`src/hw/rtl/lrupr_pkg.sv`:
```
`default_nettype none

package lrupr_pkg;

  // fixed widths of the result fields and the configuration register
  localparam int FRAME_IDX_W = 3;
  localparam int FAULT_W     = 16;
  localparam int CFG_W       = 4;
  localparam int APB_ADDR_W  = 3;
  localparam int APB_DATA_W  = 32;

  localparam logic [APB_ADDR_W-1:0] REG_FRAMES_IN_USE = 3'd0;
  localparam logic [CFG_W-1:0]      FRAMES_IN_USE_RST = 4'd8;
  localparam logic [FAULT_W-1:0]    FAULT_MAX         = 16'hFFFF;

  // outcome of the frame search for one reference
  typedef struct packed {
    logic hit;
    logic evict;
  } lrupr_pick_t;

endpackage

`default_nettype wire

```
`src/hw/rtl/lrupr_select.sv`:
```
`default_nettype none

module lrupr_select #(
  parameter int NUM_FRAMES = 8,
  parameter int IDX_W      = 3
) (
  input  logic [NUM_FRAMES-1:0]            valid_i,
  input  logic [NUM_FRAMES-1:0]            in_range_i,
  input  logic [NUM_FRAMES-1:0]            match_i,
  input  logic [NUM_FRAMES-1:0][IDX_W-1:0] rank_i,
  output lrupr_pkg::lrupr_pick_t           pick_o,
  output logic [NUM_FRAMES-1:0]            sel_o,
  output logic [IDX_W-1:0]                 idx_o
);
  import lrupr_pkg::*;

  logic [NUM_FRAMES-1:0] hit_vec;
  logic [NUM_FRAMES-1:0] empty_vec;
  logic [NUM_FRAMES-1:0] oldest_vec;
  logic [NUM_FRAMES-1:0] cand;
  logic                  any_hit;
  logic                  any_empty;

  assign hit_vec   = valid_i & in_range_i & match_i;
  assign empty_vec = ~valid_i & in_range_i;
  assign any_hit   = |hit_vec;
  assign any_empty = |empty_vec;

  // a frame is oldest when no frame in range has a higher rank
  always_comb begin
    for (int i = 0; i < NUM_FRAMES; i++) begin
      oldest_vec[i] = in_range_i[i];
      for (int j = 0; j < NUM_FRAMES; j++) begin
        if (in_range_i[j] && (rank_i[j] > rank_i[i])) begin
          oldest_vec[i] = 1'b0;
        end
      end
    end
  end

  always_comb begin
    if (any_hit) begin
      cand = hit_vec;
    end else if (any_empty) begin
      cand = empty_vec;
    end else begin
      cand = oldest_vec;
    end
  end

  // lowest set bit wins
  assign sel_o = cand & (~cand + NUM_FRAMES'(1));

  always_comb begin
    idx_o = '0;
    for (int i = 0; i < NUM_FRAMES; i++) begin
      if (sel_o[i]) begin
        idx_o = idx_o | IDX_W'(i);
      end
    end
  end

  assign pick_o.hit   = any_hit;
  assign pick_o.evict = !any_hit && !any_empty;

endmodule

`default_nettype wire

```
`src/hw/rtl/lru_page_replacement_top.sv`:
```
`default_nettype none

// channel      | direction | signals                                   | handshake
// -------------+-----------+-------------------------------------------+-----------------------
// reference    | in        | page_number_i, last_in_run_i              | start high, busy low
// result       | out       | hit_o, frame_index_o, evicted_valid_o,    | result_valid_o, one
//              |           | evicted_page_o, fault_count_o             | cycle, no back-pressure
// config       | in/out    | psel, penable, pwrite, paddr, pwdata,     | apb, pready tied high
//              |           | prdata, pready                            |
//
// one reference per cycle while busy is low; its result strobe is registered through the input
// register, then the frame search into the result register
// busy is held high by reset and drops once the busy register is clocked out of reset
// the receiver cannot stall, so results never back up and start is honored whenever busy is low
// last_in_run clears valid bits, ranks and fault count after its result is formed

module lru_page_replacement_top #(
  parameter int NUM_FRAMES = 8,
  parameter int PAGE_BITS  = 16
) (
  input  logic                                clk_i,
  input  logic                                rst_ni,
  // reference transaction
  input  logic                                start,
  output logic                                busy,
  input  logic [PAGE_BITS-1:0]                page_number_i,
  input  logic                                last_in_run_i,
  // result transaction
  output logic                                result_valid_o,
  output logic                                hit_o,
  output logic [lrupr_pkg::FRAME_IDX_W-1:0]   frame_index_o,
  output logic                                evicted_valid_o,
  output logic [PAGE_BITS-1:0]                evicted_page_o,
  output logic [lrupr_pkg::FAULT_W-1:0]       fault_count_o,
  // configuration port
  input  logic                                psel,
  input  logic                                penable,
  input  logic                                pwrite,
  input  logic [lrupr_pkg::APB_ADDR_W-1:0]    paddr,
  input  logic [lrupr_pkg::APB_DATA_W-1:0]    pwdata,
  output logic [lrupr_pkg::APB_DATA_W-1:0]    prdata,
  output logic                                pready
);
  import lrupr_pkg::*;

  // frame index and rank share one width
  localparam int IDX_W = (NUM_FRAMES > 1) ? $clog2(NUM_FRAMES) : 1;

  // configuration
  logic [CFG_W-1:0] frames_in_use_q;

  // input register
  logic                 in_vld_q;
  logic [PAGE_BITS-1:0] page_q;
  logic                 last_q;
  logic                 busy_q;

  // frame state
  logic [PAGE_BITS-1:0]            frame_page_q [NUM_FRAMES];
  logic [NUM_FRAMES-1:0]           valid_q;
  logic [NUM_FRAMES-1:0][IDX_W-1:0] rank_q;
  logic [FAULT_W-1:0]              fault_q;

  // search and update
  logic [NUM_FRAMES-1:0]            in_range;
  logic [NUM_FRAMES-1:0]            match;
  lrupr_pick_t                      pick;
  logic [NUM_FRAMES-1:0]            sel;
  logic [IDX_W-1:0]                 idx;
  logic                             was_valid;
  logic [IDX_W-1:0]                 old_rank;
  logic [PAGE_BITS-1:0]             ev_page;
  logic [NUM_FRAMES-1:0]            valid_d;
  logic [NUM_FRAMES-1:0][IDX_W-1:0] rank_d;
  logic [FAULT_W-1:0]               fault_d;

  // result register
  logic                   res_vld_q;
  logic                   res_hit_q;
  logic [FRAME_IDX_W-1:0] res_idx_q;
  logic                   res_ev_q;
  logic [PAGE_BITS-1:0]   res_ev_page_q;
  logic [FAULT_W-1:0]     res_fault_q;

  // ---------------------------------------------------------------------------
  // apb register file: one register, writes land on the access phase
  // ---------------------------------------------------------------------------
  assign pready = 1'b1;

  always_ff @(posedge clk_i or negedge rst_ni) begin
    if (!rst_ni) begin
      frames_in_use_q <= FRAMES_IN_USE_RST;
    end else if (psel && penable && pwrite && (paddr == REG_FRAMES_IN_USE)) begin
      frames_in_use_q <= pwdata[CFG_W-1:0];
    end
  end

  always_comb begin
    prdata = '0;
    if (paddr == REG_FRAMES_IN_USE) begin
      prdata = APB_DATA_W'(frames_in_use_q);
    end
  end

  // ---------------------------------------------------------------------------
  // input register; busy only covers the reset window
  // ---------------------------------------------------------------------------
  assign busy = busy_q;

  always_ff @(posedge clk_i or negedge rst_ni) begin
    if (!rst_ni) begin
      busy_q   <= 1'b1;
      in_vld_q <= 1'b0;
    end else begin
      busy_q   <= 1'b0;
      in_vld_q <= start && !busy_q;
    end
  end

  always_ff @(posedge clk_i) begin
    if (start && !busy_q) begin
      page_q <= page_number_i;
      last_q <= last_in_run_i;
    end
  end

  // ---------------------------------------------------------------------------
  // frame search
  // frame 0 is always managed; a count of zero acts as one and a count above
  // the frame total simply covers every frame
  // ---------------------------------------------------------------------------
  always_comb begin
    for (int i = 0; i < NUM_FRAMES; i++) begin
      in_range[i] = (i == 0) || (32'(i) < 32'(frames_in_use_q));
      match[i]    = (frame_page_q[i] == page_q);
    end
  end

  lrupr_select #(
    .NUM_FRAMES (NUM_FRAMES),
    .IDX_W      (IDX_W)
  ) u_select (
    .valid_i    (valid_q),
    .in_range_i (in_range),
    .match_i    (match),
    .rank_i     (rank_q),
    .pick_o     (pick),
    .sel_o      (sel),
    .idx_o      (idx)
  );

  // read out the chosen frame through its one-hot select
  always_comb begin
    was_valid = 1'b0;
    old_rank  = '0;
    ev_page   = '0;
    for (int i = 0; i < NUM_FRAMES; i++) begin
      if (sel[i]) begin
        was_valid = valid_q[i];
        old_rank  = rank_q[i];
        ev_page   = frame_page_q[i];
      end
    end
  end

  // recency update: chosen frame goes to rank 0, younger valid frames age by
  // one; loading an empty frame ages every valid frame, out-of-range ones too
  always_comb begin
    valid_d = valid_q | sel;
    for (int i = 0; i < NUM_FRAMES; i++) begin
      if (sel[i]) begin
        rank_d[i] = '0;
      end else if (valid_q[i] && (!was_valid || (rank_q[i] < old_rank))) begin
        rank_d[i] = rank_q[i] + IDX_W'(1);
      end else begin
        rank_d[i] = rank_q[i];
      end
    end
  end

  // fault count saturates at its top
  always_comb begin
    fault_d = fault_q;
    if (!pick.hit && (fault_q != FAULT_MAX)) begin
      fault_d = fault_q + FAULT_W'(1);
    end
  end

  always_ff @(posedge clk_i or negedge rst_ni) begin
    if (!rst_ni) begin
      valid_q <= '0;
      rank_q  <= '0;
      fault_q <= '0;
    end else if (in_vld_q) begin
      if (last_q) begin
        // end of run: everything back to the empty state
        valid_q <= '0;
        rank_q  <= '0;
        fault_q <= '0;
      end else begin
        valid_q <= valid_d;
        rank_q  <= rank_d;
        fault_q <= fault_d;
      end
    end
  end

  // page store is only read behind a valid bit, so it needs no reset
  always_ff @(posedge clk_i) begin
    for (int i = 0; i < NUM_FRAMES; i++) begin
      if (in_vld_q && !pick.hit && sel[i]) begin
        frame_page_q[i] <= page_q;
      end
    end
  end

  // ---------------------------------------------------------------------------
  // result register, shown for exactly one cycle
  // ---------------------------------------------------------------------------
  always_ff @(posedge clk_i or negedge rst_ni) begin
    if (!rst_ni) begin
      res_vld_q <= 1'b0;
    end else begin
      res_vld_q <= in_vld_q;
    end
  end

  always_ff @(posedge clk_i) begin
    if (in_vld_q) begin
      res_hit_q     <= pick.hit;
      res_idx_q     <= FRAME_IDX_W'(idx);
      res_ev_q      <= pick.evict;
      res_ev_page_q <= pick.evict ? ev_page : '0;
      res_fault_q   <= fault_d;
    end
  end

  assign result_valid_o  = res_vld_q;
  assign hit_o           = res_hit_q;
  assign frame_index_o   = res_idx_q;
  assign evicted_valid_o = res_ev_q;
  assign evicted_page_o  = res_ev_page_q;
  assign fault_count_o   = res_fault_q;

endmodule

`default_nettype wire

```
`config.mk`:
```
export PLATFORM = sky130hd
export DESIGN_NAME = lru_page_replacement_top
export DESIGN_NICKNAME = d
export VERILOG_FILES = /design/src/hw/rtl/lrupr_pkg.sv /design/src/hw/rtl/lrupr_select.sv /design/src/hw/rtl/lru_page_replacement_top.sv
export SDC_FILE = /design/constraint.sdc
export NUM_CORES = 1
export LEC_CHECK = 0
export BUFFER_PORTS_ARGS = -buffer_cell sky130_fd_sc_hd__buf_2
export CAP_MARGIN = 10
export CORE_MARGIN = 1.5
export CORE_UTILIZATION = 45
export DETAILED_ROUTE_END_ITERATION = 7
export PLACE_DENSITY = 0.73
export REMOVE_ABC_BUFFERS = 1
export SLEW_MARGIN = 0
export SYNTH_ARGS = -nofsm -noshare
export SYNTH_HDL_FRONTEND = slang
export SYNTH_SLANG_ARGS = --single-unit
```
`constraint.sdc`:
```
create_clock -name clk_i -period 13.75 [get_ports clk_i]
set_clock_uncertainty 0.2 [all_clocks]
set_input_delay 0.6875 -clock clk_i [delete_from_list [all_inputs] [get_ports clk_i]]
set_output_delay 0.6875 -clock clk_i [all_outputs]
set_load 0.1 [all_outputs]
```
==> summary.txt, run 1 <==
Floorplanning
  – Die width: 182 µm
  – # rows: 65
  – Ports: 130
  – Chip Height: 182 µm
  – Core footprint: 0.0315 mm²
  – Die area: 0.0330 mm²
  – Starting Density: 45.6%

Synth
  – Synth area leaders: edfxtp_1 (38%), dfrtp_1 (9.2%), ha_1 (8.8%), xnor2_1 (6.1%), xor2_1 (2.6%)
  – Most area-hungry cell type in the Yosys netlist: edfxtp_1
  – Seq cells post-synth: 237
  – Mapped Cells: 1300
  – Syn Std Cell Area: 0.0143 mm²
  – Post-synth EDFFs: 182
  – Yosys cell types: 87
  – Syn Area/Cell: 11.0 µm²
  – Post-synth top area share: 38.1%
  – Top FF cell, synth: edfxtp_1
  – Post-synthesis sequential area ratio: 47.7%
  – Post-synth ARST share: 23.2%
  – Ys Warns: 0

Power and ir drop
  – Switch Pwr: 0.779 mW
  – Comb pwr share: 30.0%
  – Maximum VDD drop: 0.110 mV
  – Clk pwr share: 28.9%
  – Pwr Total: 2.17 mW
  – Part of the power in registers: 41.0%
  – Switch share: 36.0%
  – Static leakage: 5.99 nW
  – Internal cell power: 1.39 mW
  – Power per Cell Area: 138 mW/mm²

Min path
  – Min-Delay Path Class: primary input to asynchronous set/reset pin

Global routing
  – Met1 Use GR: 31.1%
  – Gr ovfl total: 0
  – Vias in the first global route: 10800
  – Total GRT Usage: 23.8%
  – Met2 global-route usage: 39.5%
  – First-pass GRT wire length: 60900 µm
  – GRT met3 Usage: 3.33%
  – Initial antenna violation count: 0
  – Layer with the highest usage: met2
  – Largest net degree at the start of global routing: 63

Final layout
  – Design area: 0.0157 mm²
  – Layout cells sized above 1: 11.3%
  – Post-route insts no fill: 1775
  – Util after Layout: 50.0%
  – # diodes: 0
  – Fin nets: 1515
  – Area grow syn2layout: 9.60%

Critical path
  – Critical path class: register to register
  – Worst Setup End Kind: register
  – WP data arrival: 6.70 ns
  – CP max FO: 23
  – Crit path required time: 14.00 ns
  – Crit start category: register

Clocking
  – CTS H-Tree Depth: 1
  – Worst-skew pair later-pin latency: 0.55 ns
  – Root buffer cell: clkbuf_16
  – Hold_buf cts: 0
  – Clock buffer depth: 3
  – Clock sink total: 237
  – CTS tree: built
  – PostCTS Resize Cnt: 0
  – Post-CTS setup buffers: 0
  – CTS clk-pin slew, worst paths: 0.07 ns
  – CTS Buf Count: 24

Route
  – Drt wl/cell: 22.2 µm
  – Vias: 10900
  – DRC Markers: 0
  – Initial DRC Count: 1394
  – DR vias/cell: 6.17
  – WL final: 39400 µm
  – Post-DRT Antenna Nets: 0
  – TritonRoute pass-1 iters: 8

Run
  – MaxCap Viol Count: 0

Timing
  – Worst slew pin tran: 1.14 ns
  – Tcrit/Tclk final: 46.9%
  – Final Hold Vio Count: 0
  – Final min period: 6.45 ns
  – Unrepaired setup endpoints after global routing: no
  – Max Freq: 155 MHz
  – Rel. slew slack: 23.9%
  – Final TNS setup: 0 ns
  – Min Hold Slack: 0.101 ns
  – Setup-failing EPs final: 0
  – Fin worst setup slack: 7.30 ns
  – Slew Viols, Final: 0

Placed design
  – Dpl ws: 7.54 ns
  – Dpl cells: 1732
  – Detailed Place HPWL: 27700 µm
  – DP Area: 0.0150 mm²
  – RD Place Congestion: 0.970
  – Buffers added on ports: 72

Run status
  – Status: completed
==> cell families (layout without fill, tap and decap cells) <==
| logic type | count (synthesis) | in the layout | synth area share (%) |
|---|---|---|---|
| simple gates | 362 | 362 | 13.6 |
| xor+xnor | 143 | 143 | 8.73 |
| compound gates | 288 | 288 | 15.0 |
| buf+inv | 155 | 200 | 5.25 |
| flops | 237 | 237 | 47.7 |
| fa+ha+maj | 104 | 104 | 9.02 |
| mux | 9 | 9 | 0.680 |
| other cells | 2 | 30 | 0.0523 |
==> state kept, by name (all words and copies together) (netlist names) <==
| name | cells |
|---|---|
| frames_in_use_q | 4 |
| result_valid_o | 1 |
| valid_q | 8 |
| frame_page_q | 128 |
| fault_q | 16 |
| page_q | 16 |
| hit_o | 1 |
| in_vld_q | 1 |
| evicted_valid_o | 1 |
| last_q | 1 |
| frame_index_o | 3 |
| busy | 1 |
| rank_q | 24 |
| fault_count_o | 16 |
| evicted_page_o | 16 |
==> cells in the final DEF, fill, tap and decap left out, types with 45 or more instances in the layout <==
cell type / count
nand2_1: 85
inv_1: 66
edfxtp_1: 182
nand3_1: 47
nor2_1: 45
ha_1: 101
a21oi_1: 54
xnor2_1: 100
buf_2: 72
dfrtp_1: 52
==> worst paths after layout <==
kind | depth (start not counted) | slack, ns | from | to
min | 2 | 0.10 | rst_ni | fault_q[9]
max in group asynchronous | 2 | 12.67 | rst_ni | in_vld_q
min in group clk_i | 1 | 0.10 | page_number_i[11] | page_q[11]
min reg2reg | 1 | 0.35 | fault_q[10] | fault_q[10]
max | 14 | 7.30 | frames_in_use_q[1] | rank_q[21]
max reg2reg | 14 | 7.30 | frames_in_use_q[1] | rank_q[21]
==> layout make-up <==
cell class              instances  area, µm²
repair buffers                 91        503
flip-flops and latches        237       6850
well taps                     402        503
inverters                      66        248
multi-input cells             936       6870
clock inverters                12        111
fillers                      2763      15800
clock buffers                  31        637
==> critical path: stages (launching register included) <==
cell and delay (ns):
dfrtp_1 0.59, o21a_1 0.30, nor2_4 0.29, nor2_1 0.07, or4_1 0.73, o41ai_1 0.88
nand4_1 0.25, nand2_1 0.78, a222oi_1 0.26, and3b_1 0.30, or2_1 0.38, o31a_1 0.36
o311ai_4 0.38, or4b_1 0.47, o221ai_1 0.09
==> power by group through the flow <==
| stage | Sequential (mW) | Clock (mW) | Combinational (mW) |
|---|---|---|---|
| finish | 0.889 | 0.626 | 0.650 |
| detailed placement | 0.901 | 0 | 0.634 |
| floorplan | 0.908 | 0 | 0.423 |
| CTS | 0.887 | 0.640 | 0.638 |
| global route | 0.893 | 0.665 | 0.703 |
| global placement | 0.900 | 0 | 0.619 |
==> synth_stat cells, types with 4 or more instances <==
| library cell | instances |
|---|---|
| edfxtp_1 | 182 |
| ha_1 | 101 |
| xnor2_1 | 100 |
| nand2_1 | 85 |
| inv_1 | 66 |
| a21oi_1 | 54 |
| dfrtp_1 | 53 |
| nand3_1 | 47 |
| nor2_1 | 45 |
| xor2_1 | 43 |
| o21ai_0 | 41 |
| nand4_1 | 38 |
| clkbuf_1 | 34 |
| buf_4 | 30 |
| a22oi_1 | 22 |
| a31oi_1 | 21 |
| a222oi_1 | 20 |
| nor3_1 | 20 |
| nand2b_1 | 19 |
| and3_1 | 18 |
| buf_2 | 17 |
| nand3b_1 | 16 |
| nor4_1 | 16 |
| a221oi_1 | 15 |
| nor2b_1 | 13 |
| o31ai_1 | 13 |
| o211ai_1 | 12 |
| and2_1 | 9 |
| a21o_1 | 8 |
| o22ai_1 | 7 |
| or3_1 | 7 |
| or4_1 | 7 |
| mux2_2 | 6 |
| a221o_1 | 5 |
| a22o_1 | 5 |
| a32oi_1 | 5 |
| and4_1 | 5 |
| buf_6 | 5 |
| o221ai_1 | 5 |
| o31a_1 | 5 |
| and3b_1 | 4 |
| o32a_1 | 4 |
==> layer usage <==
| layer | part of all wire, % | up-vias |
|---|---|---|
| met2 | 48 | 465 |
| met1 | 41 | 5375 |
| li1 | - | 4992 |
| met4 | 4.3 | 0 |
| met5 | 0 | - |
| met3 | 6.9 | 115 |
No activity file was read; power rests on OpenSTA's default activity.
==> run 2: changes to the inputs <==
==> constraint.sdc (replaced) <==
create_clock -name clk_i -period 6.2 [get_ports clk_i]
set_clock_uncertainty 0.2 [all_clocks]
set_input_delay 0.31 -clock clk_i [delete_from_list [all_inputs] [get_ports clk_i]]
set_output_delay 0.31 -clock clk_i [all_outputs]
set_load 0.1 [all_outputs]
==> run 2 against run 1 <==
  * Die area did not move
  * Largest cell class unchanged
  * Non-clock buffer count rose by 54
  * Utilization rose by 1.6 points
  * Power rose by 130%
  * Wire length rose by 0.49%
  * Global-route usage rose by 0.25 points
  * Worst setup slack got worse by 6.8 ns
  * Cell area rose by 3.2%
==> summary.txt, run 2 (synthesis gave the netlist of run 1 again) <==
Final layout
  – Fin nets: 1570
  – Area grow syn2layout: 13.1%
  – Largest Register: frame_page_q
  – Post-route insts no fill: 1832
  – Largest register FFs: 128
  – # diodes: 0
  – Fill cell count: 2690
  – Most common cell after layout, fill and taps aside: edfxtp_1
  – Most frequent cells in the layout: edfxtp_1 (182), ha_1 (101), xnor2_1 (100)
  – Layout cells sized above 1: 13.1%
  – Biggest registers after layout: frame_page_q: 128 flops, rank_q: 24 flops

Floorplanning
  – Core footprint: 0.0315 mm²
  – # rows: 65
  – Die area: 0.0330 mm²
  – Die width: 182 µm
  – Chip Height: 182 µm
  – Ports: 130
  – Starting Density: 45.6%

Clocking
  – Clock sink total: 237
  – Worst-skew pair later-pin latency: 0.54 ns
  – Clock buffer depth: 3
  – PostCTS Resize Cnt: 0
  – CTS tree: built
  – Root buffer cell: clkbuf_16
  – CTS H-Tree Depth: 1
  – CTS clk-pin slew, worst paths: 0.06 ns
  – Post-CTS setup buffers: 0
  – Hold_buf cts: 22
  – CTS Buf Count: 25

Global routing
  – Gr ovfl total: 0
  – Vias in the first global route: 11000
  – Largest net degree at the start of global routing: 62
  – Total GRT Usage: 24.1%
  – Initial antenna violation count: 1
  – First-pass GRT wire length: 61900 µm

Timing
  – Unrepaired setup endpoints after global routing: no
  – Slew Viols, Final: 0
  – Worst slew pin tran: 0.985 ns
  – Final min period: 5.75 ns
  – Rel. slew slack: 34.1%
  – Setup-failing EPs final: 0
  – Tcrit/Tclk final: 92.7%
  – Final Hold Vio Count: 0
  – Max Freq: 174 MHz
  – Final TNS setup: 0 ns

Critical path
  – Critical path class: register to register
  – Worst Setup End Kind: register
  – Crit start category: register
  – Crit path largest cell delay: 0.71 ns
  – WP data arrival: 5.96 ns
  – Worst Path Buf+Inv: 2
  – Slowest CP cell: or4_1
  – CP max FO: 20
  – Crit path max-delay family: simple AND/OR/NAND/NOR gates
  – Worst path cell trace: o21a_1, nor2_4, nor2_1, or4_1, nand2b_1, nor4_1, a2bb2oi_2, buf_4, a221o_1, o221ai_1, a222oi_1, buf_4, o221ai_1, o211a_1, and3_1, mux2_2
  – Crit path required time: 6.42 ns

Route
  – TritonRoute pass-1 iters: 6
  – DR vias/cell: 6.07
  – Drt wl/cell: 21.6 µm
  – Vias: 11100
  – Initial DRC Count: 1215
  – Post-DRT Antenna Nets: 0
  – DRC Markers: 0
  – WL final: 39600 µm

Run status
  – Status: completed

Placed design
  – Buffers added on ports: 72
  – Dpl cells: 1764
  – RD Place Congestion: 0.963
  – Detailed Place HPWL: 28100 µm

Power and ir drop
  – Static leakage: 6.25 nW
  – Power per Cell Area: 301 mW/mm²
  – Maximum VDD drop: 0.227 mV

Run
  – MaxCap Viol Count: 0

Min path
  – Min-Delay Path Class: primary input to register
## run 2: changes by cell type in the layout (fill, tap and decap cells not counted), sizes merged
cell         before  now
buf              91  123
bufinv            1    2
clkbuf           31   37
clkinv           11    4
clkinvlp          0    2
dlygate4sd3       0   22
inv              66   67
## run 2: where the power goes
group / switching (mW) / leakage (nW) / total [mW] / internal, mW
combinational: 0.953 / 3.45 / 1.50 / 0.546
clock: 0.605 / 0.372 / 1.44 / 0.837
sequential: 0.154 / 2.42 / 1.95 / 1.79
total: 1.71 / 6.25 / 4.89 / 3.18
## run 2: per-layer routing
layer | vias up | track usage [%] | share of wire, %
met1 | 5373 | 31.4 | 41
met4 | 0 | 10.7 | 4.2
met5 | - | 0 | 0
met3 | 114 | 3.59 | 7.6
met2 | 532 | 40.0 | 48
li1 | 5109 | - | -
## run 2: path summary, 6_finish.rpt
path / start / end / slack, ns / cells past startpoint
worst max-delay path: frames_in_use_q[2] / rank_q[6] / 0.45 / 16
worst min-delay path: penable / frames_in_use_q[3] / 0.02 / 4
worst max register to register: frames_in_use_q[2] / rank_q[6] / 0.45 / 16
worst min register to register: fault_q[10] / fault_q[10] / 0.36 / 1
max in group asynchronous: rst_ni / in_vld_q / 4.98 / 3
min in group asynchronous: rst_ni / fault_q[9] / 0.25 / 3
## run 2: layout make-up
| cell class | count | area [µm²] | area share, % |
|---|---|---|---|
| Tap cell | 402 | 503 | 3.10 |
| Clock buffer | 37 | 671 | 4.13 |
| Timing Repair Buffer | 145 | 963 | 5.94 |
| Multi-Input combinational cell | 936 | 6870 | 42.4 |
| Inverter | 66 | 248 | 1.53 |
| Clock inverter | 9 | 113 | 0.694 |
| Sequential cell | 237 | 6850 | 42.2 |
## run 2: metrics by stage
stage / power, mW / instance area (µm²) / utilization, % / setup slack [ns] / hold WS, ns
3_5_place_dp: 3.43 / 15200 / 48.3 / 0.552 / 0.288
6_report: 4.89 / 16200 / 51.5 / 0.454 / 0.0200
5_1_grt: 5.12 / 16200 / 51.5 / 0.192 / 0.0478
4_1_cts: 4.88 / 16200 / 51.5 / 0.533 / 0.00650
2_1_floorplan: 2.95 / 13900 / - / 0.426 / -0.186
3_3_place_gp: 3.40 / 15200 / 48.3 / 0.614 / 0.286
## run 2: worst register-to-register path, cell delays in order (launching register included)
cell and delay (ns):
dfrtp_1 0.62, o21a_1 0.25, nor2_4 0.28, nor2_1 0.07, or4_1 0.71, nand2b_1 0.27, nor4_1 0.56, a2bb2oi_2 0.38
buf_4 0.35, a221o_1 0.29, o221ai_1 0.15, a222oi_1 0.32, buf_4 0.29, o221ai_1 0.15, o211a_1 0.29, and3_1 0.20
mux2_2 0.26
==> run 3: changes to the inputs <==
--- a/config.mk
+++ b/config.mk
@@ -11,7 +11,6 @@
 export CORE_UTILIZATION = 45
 export DETAILED_ROUTE_END_ITERATION = 7
 export PLACE_DENSITY = 0.73
-export REMOVE_ABC_BUFFERS = 1
 export SLEW_MARGIN = 0
 export SYNTH_ARGS = -nofsm -noshare
 export SYNTH_HDL_FRONTEND = slang
==> run 3 against run 2 <==
  * Combinational power barely moved
  * Clock power rose by 10%
  * Die area did not move
  * Worst hold slack improved by 0.082 ns
  * Critical path depth fell by 1
  * Wire length rose by 5.3%
==> summary.txt, run 3 (synthesis gave the netlist of run 1 again) <==
Placed design
  – Dpl ws: 0.456 ns
  – RD Place Congestion: 0.962
  – Buffers added on ports: 72
  – Detailed Place HPWL: 29300 µm
  – DP Area: 0.0152 mm²

Timing
  – Final Hold Vio Count: 0
  – Worst slew pin tran: 1.12 ns
  – Final TNS setup: 0 ns
  – Rel. slew slack: 25.4%
  – Slew Viols, Final: 0
  – Unrepaired setup endpoints after global routing: no
  – Fin worst setup slack: 0.411 ns
  – Tcrit/Tclk final: 93.4%
  – Max Freq: 173 MHz
  – Setup-failing EPs final: 0
  – Final min period: 5.79 ns
  – Min Hold Slack: 0.102 ns

Critical path
  – Worst Setup End Kind: register
  – Crit path largest cell delay: 0.81 ns
  – WP data arrival: 6.03 ns
  – Crit path max-delay family: compound AO/OA/AOI/OAI gates
  – CP max FO: 16
  – Slowest CP cell: edfxtp_1
  – Crit start category: register
  – Worst path cell trace: xor2_1, nor4_1, nand2_1, or4_1, nand2_2, o311ai_1, a211oi_2, nand3_1, a211oi_4, a221oi_1, ha_1, o311a_1, o32ai_2, o31ai_1, mux2_2
  – Crit path required time: 6.44 ns
  – Critical path class: register to register
  – Worst Path Buf+Inv: 0

Route
  – Initial DRC Count: 1109
  – DRC Markers: 0
  – Vias: 11200
  – DR vias/cell: 6.10
  – Drt wl/cell: 22.7 µm
  – Post-DRT Antenna Nets: 0
  – TritonRoute pass-1 iters: 6
  – WL final: 41700 µm

Final layout
  – Largest register FFs: 128
  – Fin nets: 1575
  – # diodes: 0
  – Layout cells sized above 1: 13.9%
  – Area grow syn2layout: 14.0%
  – Biggest registers after layout: frame_page_q: 128 flops, rank_q: 24 flops
  – Most frequent cells in the layout: edfxtp_1 (182), ha_1 (101), xnor2_1 (100)
  – Most common cell after layout, fill and taps aside: edfxtp_1
  – Largest Register: frame_page_q
  – Design area: 0.0164 mm²

Min path
  – Min-Delay Path Class: primary input to register

Global routing
  – Total GRT Usage: 25.1%
  – Vias in the first global route: 11000
  – Gr ovfl total: 0
  – Largest net degree at the start of global routing: 56
  – First-pass GRT wire length: 63700 µm
  – Initial antenna violation count: 0

Clocking
  – CTS Buf Count: 26
  – Clock buffer depth: 3
  – CTS H-Tree Depth: 1
  – CTS tree: built
  – Clock sink total: 237
  – Root buffer cell: clkbuf_16
  – CTS clk-pin slew, worst paths: 0.06 ns
  – Worst-skew pair later-pin latency: 0.56 ns

Floorplanning
  – Starting Density: 45.6%
  – Ports: 130
  – Die width: 182 µm
  – Die area: 0.0330 mm²
  – # rows: 65
  – Chip Height: 182 µm
  – Core footprint: 0.0315 mm²

Run status
  – Status: completed

Power and ir drop
  – Power per Cell Area: 309 mW/mm²
  – Comb pwr share: 29.8%
  – Maximum VDD drop: 0.260 mV
  – Pwr Total: 5.05 mW
  – Internal cell power: 3.26 mW
  – Switch share: 35.5%
  – Clk pwr share: 31.5%
  – Part of the power in registers: 38.7%
  – Switch Pwr: 1.79 mW
  – Static leakage: 6.32 nW

Run
  – MaxCap Viol Count: 0
[run 3: changes by cell type in the layout (fill, tap and decap cells not counted), moves of 2 or more]
cell	previous run	this run
dlygate4sd3_1	22	24
clkinv_1	2	4
buf_4	51	53
clkbuf_1	12	2
clkinv_4	0	2
inv_6	0	2
[run 3: timing repair]
| item | in CTS | in global routing |
|---|---|---|
| resized for setup | 0 | 0 |
| hold buffers | 24 | 0 |
| hold endpoints to repair | 74 | 0 |
| buffers inserted | 0 | 0 |
[run 3: final timing paths]
path | to | cells after the start | startpoint | slack [ns]
hold reg to reg | fault_q[10] | 1 | fault_q[10] | 0.36
hold / removal | in_vld_q | 3 | start | 0.10
setup reg to reg | rank_q[3] | 15 | page_q[12] | 0.41
setup / recovery | rank_q[3] | 15 | page_q[12] | 0.41
max in group asynchronous | in_vld_q | 3 | rst_ni | 4.94
min in group asynchronous | rank_q[16] | 3 | rst_ni | 0.23
[run 3: area by class of cell]
cell class	count	area (µm²)
Fill cell	2736	15100
Multi-Input combinational cell	936	6880
Sequential cell	237	6850
Timing Repair Buffer	149	998
Clock buffer	29	672
Tap cell	402	503
Inverter	66	248
Clock inverter	18	208
[run 3: layer usage]
metal | part of all wire [%] | GRT usage [%] | wire [µm] | vias up
met2 | 48 | 42.5 | 20000 | 484
met5 | 0 | 0 | 0 | -
met1 | 41 | 32.2 | 17100 | 5483
met3 | 6.5 | 3.55 | 2720 | 121
met4 | 4.5 | 10.8 | 1870 | 0
li1 | - | - | - | 5115
[run 3: through the flow]
stage | utilization (%) | std cells
after floorplan | - | 1328
after global placement | 48.4 | 1766
after detailed placement | 48.4 | 1766
after CTS | 52.0 | 1837
after global routing | 52.0 | 1837
final | 52.0 | 1837
[run 3: worst register-to-register path, cell delays in order (launching register included)]
cell	delay [ns]
edfxtp_1	0.81
xor2_1	0.22
nor4_1	0.30
nand2_1	0.18
or4_1	0.74
nand2_2	0.19
o311ai_1	0.20
a211oi_2	0.55
nand3_1	0.32
a211oi_4	0.39
a221oi_1	0.22
ha_1	0.36
o311a_1	0.13
o32ai_2	0.43
o31ai_1	0.14
mux2_2	0.30
[run 3: power groups by stage]
stage	clock network, mW	registers, mW	logic (mW)
6_report	1.59	1.95	1.51
3_5_place_dp	0	1.98	1.46
4_1_cts	1.62	1.95	1.48
5_1_grt	1.68	1.96	1.62
3_3_place_gp	0	1.97	1.43
2_1_floorplan	0	1.98	1.02
